`src/sv/cblm_pkg.sv`:
```
package cblm_pkg;

  localparam int RateW    = 20;
  localparam int BitsW    = 20;
  localparam int LoadW    = 7;
  localparam int LenW     = 4;
  localparam int QuarterW = RateW - 2;
  localparam int DivSteps = 7;
  localparam int NumW     = BitsW + DivSteps;
  localparam int DenW     = QuarterW + DivSteps - 1;
  localparam int StepW    = 3;
  localparam int AddW     = 8;
  localparam int SumW     = LoadW + 2;

  localparam logic [RateW-1:0]   RateReset = 20'd500000;
  localparam logic [BitsW-1:0]   BitsMax   = 20'hFFFFF;
  localparam logic [AddW-1:0]    FrameBase = 8'd41;
  localparam logic [AddW-1:0]    ExtBits   = 8'd18;
  localparam logic [LenW-1:0]    MaxBytes  = 4'd8;
  localparam logic [LoadW-1:0]   FullLoad  = 7'd100;
  localparam logic [LoadW-1:0]   MinLoad   = 7'd1;
  localparam logic [StepW-1:0]   LastStep  = 3'd6;

  localparam logic ModeFrame = 1'b0;
  localparam logic ModeTick  = 1'b1;

  typedef enum logic [2:0] {
    StIdle = 3'b001,
    StDiv  = 3'b010,
    StDone = 3'b100
  } state_e;

endpackage

```
`src/sv/cblm_in_if.sv`:
```
interface cblm_in_if;
  logic                        valid;
  logic                        ready;
  logic                        mode;
  logic [cblm_pkg::LenW-1:0]   data_length;
  logic                        extended_id;

  modport source (output valid, output mode, output data_length, output extended_id,
                  input ready);
  modport sink   (input valid, input mode, input data_length, input extended_id,
                  output ready);
endinterface

```
`src/sv/cblm_out_if.sv`:
```
interface cblm_out_if;
  logic                        valid;
  logic                        ready;
  logic [cblm_pkg::LoadW-1:0]  load_percent;

  modport source (output valid, output load_percent, input ready);
  modport sink   (input valid, input load_percent, output ready);
endinterface

```
`src/sv/can_bus_load_meter_unit.sv`:
```
// CAN bus load meter. A frame beat (mode 0) adds 41 + 9 per data byte (at most 8) + 18 for an
// extended identifier to a saturating 20-bit bit count; its result is loaded into the output
// register at the accepting edge. A tick beat (mode 1) closes a quarter second: the sample
// min(100, bits*100/(bit_rate/4)) comes from a restoring divider that retires one quotient bit
// per cycle, then the smoothed load becomes (old*3 + sample)/4 (at least 1 if any bits were
// counted) and the count clears. A tick runs setup, 7 divider steps and an update that waits
// for a free output register. Every beat returns one load_percent beat; a result waiting in
// the output register holds off the next beat until it is taken. bit_rate is written through
// cfg_we_i/cfg_wdata_i; the user must do so only while idle, as the block does not enforce it.
module can_bus_load_meter_unit (
  input  logic                        clk_i,
  input  logic                        rst_ni,
  input  logic                        cfg_we_i,
  input  logic [cblm_pkg::RateW-1:0]  cfg_wdata_i,
  cblm_in_if.sink                     in_i,
  cblm_out_if.source                  out_o
);
  import cblm_pkg::*;

  state_e                state_q, state_d;
  logic [RateW-1:0]      rate_q;
  logic [BitsW-1:0]      bits_q, bits_d;
  logic [LoadW-1:0]      smooth_q, smooth_d;
  logic [LoadW-1:0]      out_load_q, out_load_d;
  logic                  out_valid_q, out_valid_d;
  logic [NumW-1:0]       num_q, num_d;
  logic [DenW-1:0]       den_q, den_d;
  logic [DivSteps-1:0]   quot_q, quot_d;
  logic [StepW-1:0]      step_q, step_d;
  logic                  sat_q, sat_d;

  logic                  out_free;
  logic                  accept;
  logic [QuarterW-1:0]   quarter;
  logic [LenW-1:0]       len_c;
  logic [AddW-1:0]       add_bits;
  logic [BitsW:0]        bits_sum;
  logic                  ge;
  logic [LoadW-1:0]      sample;
  logic [SumW-1:0]       mix;
  logic [LoadW-1:0]      next_load;

  assign out_free    = !out_valid_q || out_o.ready;
  assign in_i.ready  = (state_q == StIdle) && out_free;
  assign accept      = in_i.valid && in_i.ready;
  assign out_o.valid = out_valid_q;
  assign out_o.load_percent = out_load_q;

  assign quarter  = rate_q[RateW-1:2];
  assign len_c    = (in_i.data_length > MaxBytes) ? MaxBytes : in_i.data_length;
  assign add_bits = FrameBase + {1'b0, len_c, 3'b000} + {4'b0000, len_c}
                  + (in_i.extended_id ? ExtBits : '0);
  assign bits_sum = {1'b0, bits_q} + {{(BitsW + 1 - AddW){1'b0}}, add_bits};

  assign ge        = num_q >= {{(NumW - DenW){1'b0}}, den_q};
  assign sample    = sat_q ? FullLoad : quot_q;
  assign mix       = {1'b0, smooth_q, 1'b0} + {2'b00, smooth_q} + {2'b00, sample};
  assign next_load = ((mix[SumW-1:2] == '0) && (bits_q != '0)) ? MinLoad : mix[SumW-1:2];

  always_comb begin
    state_d     = state_q;
    bits_d      = bits_q;
    smooth_d    = smooth_q;
    out_load_d  = out_load_q;
    out_valid_d = out_valid_q && !out_o.ready;
    num_d       = num_q;
    den_d       = den_q;
    quot_d      = quot_q;
    step_d      = step_q;
    sat_d       = sat_q;
    case (state_q)
      StIdle: begin
        if (accept) begin
          if (in_i.mode == ModeFrame) begin
            bits_d      = bits_sum[BitsW] ? BitsMax : bits_sum[BitsW-1:0];
            out_load_d  = smooth_q;
            out_valid_d = 1'b1;
          end else begin
            num_d   = {1'b0, bits_q, 6'b0} + {2'b00, bits_q, 5'b0} + {5'b0, bits_q, 2'b0};
            den_d   = {quarter, {(DivSteps - 1){1'b0}}};
            sat_d   = bits_q >= {{(BitsW - QuarterW){1'b0}}, quarter};
            quot_d  = '0;
            step_d  = LastStep;
            state_d = StDiv;
          end
        end
      end
      StDiv: begin
        if (ge) begin
          num_d = num_q - {{(NumW - DenW){1'b0}}, den_q};
        end
        quot_d = {quot_q[DivSteps-2:0], ge};
        den_d  = {1'b0, den_q[DenW-1:1]};
        step_d = step_q - 3'd1;
        if (step_q == '0) begin
          state_d = StDone;
        end
      end
      StDone: begin
        if (out_free) begin
          smooth_d    = next_load;
          out_load_d  = next_load;
          out_valid_d = 1'b1;
          bits_d      = '0;
          state_d     = StIdle;
        end
      end
      default: begin
        state_d = StIdle;
      end
    endcase
  end

  always_ff @(posedge clk_i or negedge rst_ni) begin
    if (!rst_ni) begin
      state_q     <= StIdle;
      rate_q      <= RateReset;
      bits_q      <= '0;
      smooth_q    <= '0;
      out_valid_q <= 1'b0;
    end else begin
      state_q     <= state_d;
      bits_q      <= bits_d;
      smooth_q    <= smooth_d;
      out_valid_q <= out_valid_d;
      if (cfg_we_i) begin
        rate_q <= cfg_wdata_i;
      end
    end
  end

  always_ff @(posedge clk_i) begin
    out_load_q <= out_load_d;
    num_q      <= num_d;
    den_q      <= den_d;
    quot_q     <= quot_d;
    step_q     <= step_d;
    sat_q      <= sat_d;
  end

endmodule

```
`src/flat_wrapper.sv`:
```
// flat-port wrapper written by rule: the top's interface ports become plain ports
module can_bus_load_meter_unit_flat import cblm_pkg::*;
  (clk_i, rst_ni, cfg_we_i, cfg_wdata_i, in_i_valid, in_i_mode, in_i_data_length, in_i_extended_id, in_i_ready, out_o_valid, out_o_load_percent, out_o_ready);
  cblm_in_if in_i_i ();
  cblm_out_if out_o_i ();
  input  logic clk_i;
  input  logic rst_ni;
  input  logic cfg_we_i;
  input  logic [cblm_pkg::RateW-1:0] cfg_wdata_i;
  input wire logic [$bits(in_i_i.valid)-1:0] in_i_valid;
  input wire logic [$bits(in_i_i.mode)-1:0] in_i_mode;
  input wire logic [$bits(in_i_i.data_length)-1:0] in_i_data_length;
  input wire logic [$bits(in_i_i.extended_id)-1:0] in_i_extended_id;
  output wire logic [$bits(in_i_i.ready)-1:0] in_i_ready;
  output wire logic [$bits(out_o_i.valid)-1:0] out_o_valid;
  output wire logic [$bits(out_o_i.load_percent)-1:0] out_o_load_percent;
  input wire logic [$bits(out_o_i.ready)-1:0] out_o_ready;
  assign in_i_i.valid = in_i_valid;
  assign in_i_i.mode = in_i_mode;
  assign in_i_i.data_length = in_i_data_length;
  assign in_i_i.extended_id = in_i_extended_id;
  assign in_i_ready = in_i_i.ready;
  assign out_o_valid = out_o_i.valid;
  assign out_o_load_percent = out_o_i.load_percent;
  assign out_o_i.ready = out_o_ready;
  can_bus_load_meter_unit u_core (.clk_i(clk_i), .rst_ni(rst_ni), .cfg_we_i(cfg_we_i), .cfg_wdata_i(cfg_wdata_i), .in_i(in_i_i), .out_o(out_o_i));
endmodule
```
`config.mk`:
```
export PLATFORM = sky130hd
export DESIGN_NAME = can_bus_load_meter_unit_flat
export DESIGN_NICKNAME = d
export VERILOG_FILES = /design/src/sv/cblm_pkg.sv /design/src/sv/cblm_in_if.sv /design/src/sv/cblm_out_if.sv /design/src/sv/can_bus_load_meter_unit.sv /design/src/flat_wrapper.sv
export SDC_FILE = /design/constraint.sdc
export NUM_CORES = 1
export LEC_CHECK = 0
export BUFFER_PORTS_ARGS = -buffer_cell sky130_fd_sc_hd__buf_4
export CORE_ASPECT_RATIO = 1.75
export CORE_UTILIZATION = 31
export CTS_CLUSTER_DIAMETER = 60
export DETAILED_ROUTE_END_ITERATION = 6
export PLACE_DENSITY = 0.57
export SLEW_MARGIN = 20
export SYNTH_ARGS = -nofsm -noshare
export SYNTH_HDL_FRONTEND = slang
export SYNTH_SLANG_ARGS = --single-unit
```
`constraint.sdc`:
```
create_clock -name clk_i -period 5.29 [get_ports clk_i]
set_clock_uncertainty 0.1 [all_clocks]
set_input_delay 1.058 -clock clk_i [delete_from_list [all_inputs] [get_ports clk_i]]
set_output_delay 1.058 -clock clk_i [all_outputs]
set_load 0.005 [all_outputs]
```
==> results_dict.tcl, run 1 <==
set metrics [dict create \
    status "completed" \
    clkPwrFrac_pct 23.9 \
    maxCapViolations 0 \
    wl_per_cell_um 17.0 \
    place_ws_ns 0.562 \
    crit_path_start "in_i_data_length[1]" \
    hp-class "flip-flop to flip-flop" \
    root_buffer "clkbuf_16" \
    ctsHoldBuffers 0 \
    cts_tree "yes" \
    num_antenna_cells 0 \
    powerDensity_nw_per_um2 493 \
    reg2reg_from "u_core.bits_q[10]" \
    synth_top_family_by_area "adder cells" \
    ys.flop_type "edfxtp_1" \
    gr-total-overflow 0 \
    final_hold_viol_count 0 \
    setup_tns_ns 0 \
    chipHeight_um 231 \
    rsz0062_at_grt "false" \
    synth_fa_ha_area_share_pct 20.2 \
    setup-violations-final 0 \
    drt-total-wl_um 24300 \
    ys_types 58 \
    synth_simple_gate_area_share_pct 14.0 \
    cp.required_ns 5.54 \
    synthArstFlopShare_pct 41.5 \
    synth_warnings 0 \
    drt_iter0_drc 248 \
    min_to "u_core.smooth_q[5]" \
    power_mw 5.27 \
    layout_setup_ws_ns 1.01 \
    synthMuxAreaShare_pct 1.24 \
    synthesis.nets 1166 \
    cpMostUsedCell "ha_1" \
    finalCritPeriodShare_pct 80.8 \
    path_cells "buf_4, nor2b_1, ha_1, ha_1, fa_1, xor2_1, ha_1, a21oi_1, nor2b_1, o31ai_1, a21oi_1, and3_1, a311o_1, o21ai_0" \
    areaGrowthSynthToFinish_pct 14.7 \
    p_int_mw 3.14 \
    clock-sinks 118 \
    postCtsSetupBuffers 0 \
    synth_edf_count 69 \
    finish.net_count 1202 \
    path_class "input pin to flip-flop" \
    p_sw_mw 2.13 \
    hpwl_um 19100 \
    worstMarginPinSlew_ns 0.946 \
    yosysSeqAreaShare_pct 35.5 \
    max_stage_delay_ns 0.48 \
    crit_path_end_kind "flip-flop" \
    reg2reg_depth 9 \
    drive_gt1_share_pct 9.14 \
    ant_nets 0 \
    p_seq_share_pct 26.0 \
    timing.rr.end "u_core.num_q[21]" \
    drc 0 \
    io_pins 40 \
    clockBufferDepth 2 \
    die_x_um 133 \
    rows 83 \
    finalNonFillerCells 1432 \
    synth_compound_area_share_pct 19.2 \
    rrSetupSlack_ns 1.51 \
    grt_start_max_net_pins 55 \
    whs_path_depth 2 \
    min_period_ns 4.28 \
    core_sq_um 29500 \
    grt_pass1_vias 7765 \
    synth_xor_area_share_pct 4.89 \
    syn_avg_cell_area_sq_um 9.31 \
    cts_buffers 17 \
    clock_latency_ns 0.43 \
    via_per_inst 5.16 \
    hp-start "u_core.smooth_q[5]" \
    ir_worst_vdd_uv 220 \
    cp_max_fo 5 \
    synthTopCellsByArea "edfxtp_1, ha_1, dfrtp_1" \
    firstDrtPassIters 6 \
    grt_use_total_pct 16.8 \
    critPathSlowestCell "o31ai_1" \
    startpoint_type "input pin" \
    clkTransAtPathRegs_ns 0.06 \
    comb_power_share_pct 50.1 \
    timing.fmax_ghz 0.234 \
    slew_headroom_pct 36.9 \
    antenna_found_initial 0 \
    p_sw_share_pct 40.4 \
    gp_congestion 0.902 \
    crit_arrival_ns 4.53 \
    synth_area_sq_um 9320 \
    final_core_util_pct 36.2 \
    yosysTopAreaCellShare_pct 22.2 \
    synth_area_leader_cell "edfxtp_1" \
    synth_cells 1001 \
    io_buffers 37 \
    cts-resized-gates 0 \
    start_util_pct 31.6 \
    vias 7389 \
    h-tree-depth 4 \
    die_area_sq_um 30800 \
    leakagePower_nw 4.73 \
    dp.cells 1400 \
    slew_violations 0 \
    grt_pass1_wl_um 39600 \
    ys_seq_elements 118 \
]
==> routing by layer <==
layer	GRT usage, %	up-vias	part of all wire, %
li1	-	3639	-
met3	2.60	40	2.0
met5	0	-	0
met2	33.0	110	56
met4	9.27	0	4.3
met1	16.4	3600	38
==> final cells by class <==
cell class / count / area [sq um]
Sequential cell: 118 / 3310
Inverter: 95 / 357
Clock buffer: 25 / 528
Fill cell: 3050 / 18800
Clock inverter: 7 / 113
Multi-Input combinational cell: 762 / 5580
Timing Repair Buffer: 43 / 323
Tap cell: 382 / 478
==> flip-flops by register name, summed over array words and instances, names as in the netlist <==
name	flops
u_core.out_o.load_percent	7
u_core.bits_q	20
u_core.quot_q	7
u_core.smooth_q	7
u_core.den_q	24
u_core.num_q	27
u_core.rate_q	18
u_core.state_q	3
u_core.sat_q	1
u_core.out_o.valid	1
u_core.step_q	3
==> cell families after synthesis <==
group / count (synthesis)
flip-flops: 118
adder cells (fa/ha/maj): 134
XOR/XNOR: 52
multiplexers: 11
AO/OA/AOI/OAI: 292
buffers and inverters: 121
AND/OR/NAND/NOR: 273
==> per-stage QoR <==
| step | hold slack, ns | area (sq um) |
|---|---|---|
| 5_1_grt | 0.477 | 10700 |
| 6_report | 0.437 | 10700 |
| 2_1_floorplan | 0.371 | 9320 |
| 4_1_cts | 0.433 | 10700 |
| 3_3_place_gp | 0.390 | 10000 |
| 3_5_place_dp | 0.423 | 10000 |
==> synthesized netlist by cell type (3+ instances only) <==
| cell type | count |
|---|---|
| dfstp_2 | 8 |
| nor2b_1 | 15 |
| nand2_1 | 99 |
| and2_1 | 8 |
| a21oi_1 | 64 |
| o21ai_0 | 101 |
| xnor2_1 | 34 |
| inv_1 | 95 |
| o211a_1 | 4 |
| nor3_1 | 22 |
| edfxtp_1 | 69 |
| ha_1 | 107 |
| mux2i_1 | 7 |
| clkbuf_1 | 24 |
| a21o_1 | 24 |
| a31oi_1 | 17 |
| a21boi_0 | 3 |
| and3_1 | 5 |
| o21bai_1 | 9 |
| or2_2 | 5 |
| o211ai_1 | 6 |
| dfrtp_1 | 41 |
| o21a_1 | 12 |
| nand2b_1 | 16 |
| a211oi_1 | 19 |
| fa_1 | 27 |
| nor2_1 | 56 |
| o22ai_1 | 5 |
| nand4_1 | 10 |
| o31ai_1 | 9 |
| nand3_1 | 19 |
| a22o_1 | 3 |
| or3_1 | 4 |
| xor2_1 | 18 |
| nor4_1 | 3 |
| mux2_2 | 4 |
==> critical path: cells and delay by family <==
family                   cells  cell delay [ns]
buffers and inverters        1             0.10
AND/OR/NAND/NOR              3             0.49
XOR/XNOR                     1             0.19
AO/OA/AOI/OAI                5             1.39
adder cells (fa/ha/maj)      4             1.30
==> how the worst max path moves through the flow <==
stage                   endpoint  slack [ns]  cells past startpoint
6_report       u_core.bits_q[19]        1.01                     14
5_1_grt        u_core.bits_q[19]        0.88                     14
4_1_cts        u_core.bits_q[19]         1.0                     14
3_5_place_dp   u_core.bits_q[19]        0.56                     14
3_3_place_gp   u_core.bits_q[19]        0.65                     14
2_1_floorplan    u_core.num_q[0]        0.71                      5
==> cell usage in the layout (no fill, tap or decap), types with 15 or more instances in the layout <==
| master | synthesis | routed |
|---|---|---|
| ha_1 | 107 | 107 |
| o21ai_0 | 101 | 101 |
| nand2_1 | 99 | 99 |
| inv_1 | 95 | 95 |
| edfxtp_1 | 69 | 69 |
| a21oi_1 | 64 | 63 |
| nor2_1 | 56 | 54 |
| buf_4 | 0 | 43 |
| dfrtp_1 | 41 | 41 |
| xnor2_1 | 34 | 34 |
| fa_1 | 27 | 27 |
| a21o_1 | 24 | 24 |
| nor3_1 | 22 | 21 |
| nand3_1 | 19 | 19 |
| a211oi_1 | 19 | 19 |
| clkbuf_16 | 0 | 19 |
| xor2_1 | 18 | 18 |
| nand2b_1 | 16 | 16 |
| a31oi_1 | 17 | 16 |
| nor2b_1 | 15 | 15 |
==> power by group through the flow <==
stage | registers [mW] | logic (mW) | clock network [mW]
after floorplan | 1.34 | 2.01 | 0
after global placement | 1.38 | 2.58 | 0
after detailed placement | 1.39 | 2.63 | 0
after CTS | 1.37 | 2.65 | 1.29
after global routing | 1.39 | 2.99 | 1.33
final | 1.37 | 2.64 | 1.26
Note: power is estimated with default switching activity, not from simulation.
==> inputs of run 2 (changes only) <==
Settings changed: ABC_AREA set to 1, PLACE_DENSITY 0.57 to 0.58.
Clock period 5.29 ns to 3.6 ns, I/O delays scaled along.
==> results_dict.tcl, run 2 <==
set metrics [dict create \
    syn_avg_cell_area_sq_um 7.46 \
    crit_path_end_kind "flip-flop" \
    io_pins 40 \
    yosysSeqAreaShare_pct 32.2 \
    antenna_found_initial 0 \
    synthArstFlopShare_pct 41.5 \
    cp.required_ns 3.81 \
    synthMuxAreaShare_pct 0 \
    synth_area_sq_um 10300 \
    reg_top3 "u_core.num_q (27), u_core.den_q (24), u_core.bits_q (20)" \
    crit_arrival_ns 3.61 \
    clockBufferDepth 2 \
    grt_pass1_wl_um 47000 \
    cts-resized-gates 0 \
    rows 87 \
    wl_per_cell_um 16.1 \
    layout_commonest_cell "nand2_1" \
    timing.fmax_ghz 0.294 \
    synthesis.nets 1541 \
    final_hold_viol_count 0 \
    ys.flop_type "edfxtp_1" \
    fill_cells 3413 \
    synth_fa_ha_area_share_pct 18.3 \
    clkTransAtPathRegs_ns 0.06 \
    mostFrequentLayoutCells "nand2_1, inv_1, nor2_1" \
    vias 9047 \
    finalCritPeriodShare_pct 94.6 \
    cp_max_fo 11 \
    cts_buffers 17 \
    slew_violations 0 \
    path_class "input pin to flip-flop" \
    largest_register_ffs 27 \
    ant_nets 0 \
    grt_use_total_pct 18.1 \
    gp_congestion 0.951 \
    yosys.cell_count.top_type "nand2_1" \
    final_core_util_pct 36.0 \
    powerDensity_nw_per_um2 821 \
    cts_tree "yes" \
    setup-violations-final 0 \
    grt_pass1_vias 9231 \
    synth_edf_count 69 \
    status "completed" \
    synth_cells 1376 \
    synth_area_leader_cell "edfxtp_1" \
    ctsHoldBuffers 0 \
    root_buffer "clkbuf_16" \
    synth_simple_gate_area_share_pct 25.7 \
    synth_compound_area_share_pct 12.3 \
    clock-sinks 118 \
    synth_commonest_cells "nand2_1, inv_1, nor2_1" \
    ir_worst_vdd_uv 375 \
    core_sq_um 32400 \
    leakagePower_nw 5.86 \
    clock_latency_ns 0.44 \
    fin_area_sq_um 11700 \
    firstDrtPassIters 5 \
    grt_start_max_net_pins 61 \
    hpwl_um 24000 \
    hp-class "input pin to async pin" \
    synth_top_family_by_area "simple AND/OR/NAND/NOR gates" \
    chipHeight_um 243 \
    die_x_um 140 \
    via_per_inst 4.90 \
    synth_warnings 0 \
    ys_types 50 \
    drc 0 \
    drt_iter0_drc 397 \
    num_antenna_cells 0 \
    rsz0062_at_grt "false" \
    slew_headroom_pct 53.5 \
    synth_xor_area_share_pct 1.79 \
    ys_seq_elements 118 \
    drive_gt1_share_pct 8.85 \
    maxCapViolations 0 \
    areaGrowthSynthToFinish_pct 13.8 \
    die_area_sq_um 33900 \
    placed_area_sq_um 11100 \
    yosysTopAreaCellShare_pct 20.2 \
    io_buffers 37 \
    top_register "u_core.num_q" \
    worstMarginPinSlew_ns 0.698 \
    synthTopCellsByArea "edfxtp_1, nand2_1, ha_1" \
    min_period_ns 3.40 \
    startpoint_type "input pin" \
    gr-total-overflow 0 \
    h-tree-depth 4 \
    finish.net_count 1598 \
    reg2reg_depth 14 \
    drt-total-wl_um 29700 \
    holdWs_ns 0.201 \
    postCtsSetupBuffers 0 \
    start_util_pct 31.6 \
]
==> run 2: power by group <==
part | leakage (nW) | internal (mW) | switching (mW)
clock | 0.281 | 1.04 | 0.688
sequential | 1.25 | 1.99 | 0.304
combinational | 4.33 | 1.94 | 3.62
total | 5.86 | 4.98 | 4.61
==> run 2: worst paths after layout <==
check	start	to	slack [ns]
setup / recovery	in_i_data_length[3]	u_core.bits_q[0]	0.20
hold / removal	rst_ni	u_core.rate_q[14]	0.20
setup reg to reg	u_core.bits_q[0]	u_core.num_q[18]	0.43
hold reg to reg	u_core.rate_q[16]	u_core.rate_q[16]	0.43
max in group asynchronous	rst_ni	u_core.smooth_q[0]	2.69
min in group clk_i	cfg_wdata_i[12]	u_core.rate_q[12]	0.40
==> run 2: cells by family (layout without fill, tap and decap cells) <==
group,count (synthesis),after routing
AO/OA/AOI/OAI,232,232
XOR/XNOR,21,21
adder cells (fa/ha/maj),134,134
buffers and inverters,249,319
flip-flops,118,118
AND/OR/NAND/NOR,622,622
==> run 2: worst max-delay path, stage by stage <==
cell,delay [ns]
buf_4,0.11
nor2_1,0.11
ha_1,0.27
ha_1,0.24
fa_1,0.39
a31o_2,0.25
xor2_1,0.14
ha_1,0.35
a21oi_2,0.19
nor2_1,0.08
o21ai_2,0.15
nand2_4,0.10
nand2_4,0.16
inv_4,0.10
o21ai_1,0.14
o21ai_0,0.09
==> run 2: routing by layer <==
layer  track usage, %  up-vias  wire length [um]
li1                 -     4600                 -
met1             16.7     4242             10700
met2             36.7      136             16900
met3             2.35       69               528
met4             11.2        0              1610
met5                0        -                 0
==> run 2: layout make-up <==
cell class / instances / area (sq um) / area share [%]
Multi-Input combinational cell: 1009 / 5980 / 51.2
Sequential cell: 118 / 3310 / 28.3
Inverter: 229 / 867 / 7.42
Tap cell: 400 / 500 / 4.29
Clock buffer: 18 / 439 / 3.76
Timing Repair Buffer: 58 / 435 / 3.73
Clock inverter: 14 / 149 / 1.27
==> run 2: stage by stage <==
step	setup WS (ns)	setup TNS, ns	std cells	power (mW)
after CTS	0.216	0	1846	9.63
after global routing	0.0109	0	1846	10.4
after floorplan	0.0716	0	1376	6.21
after detailed placement	-0.234	-3.62	1814	7.88
after global placement	-0.160	-2.33	1814	7.81
final	0.196	0	1846	9.59
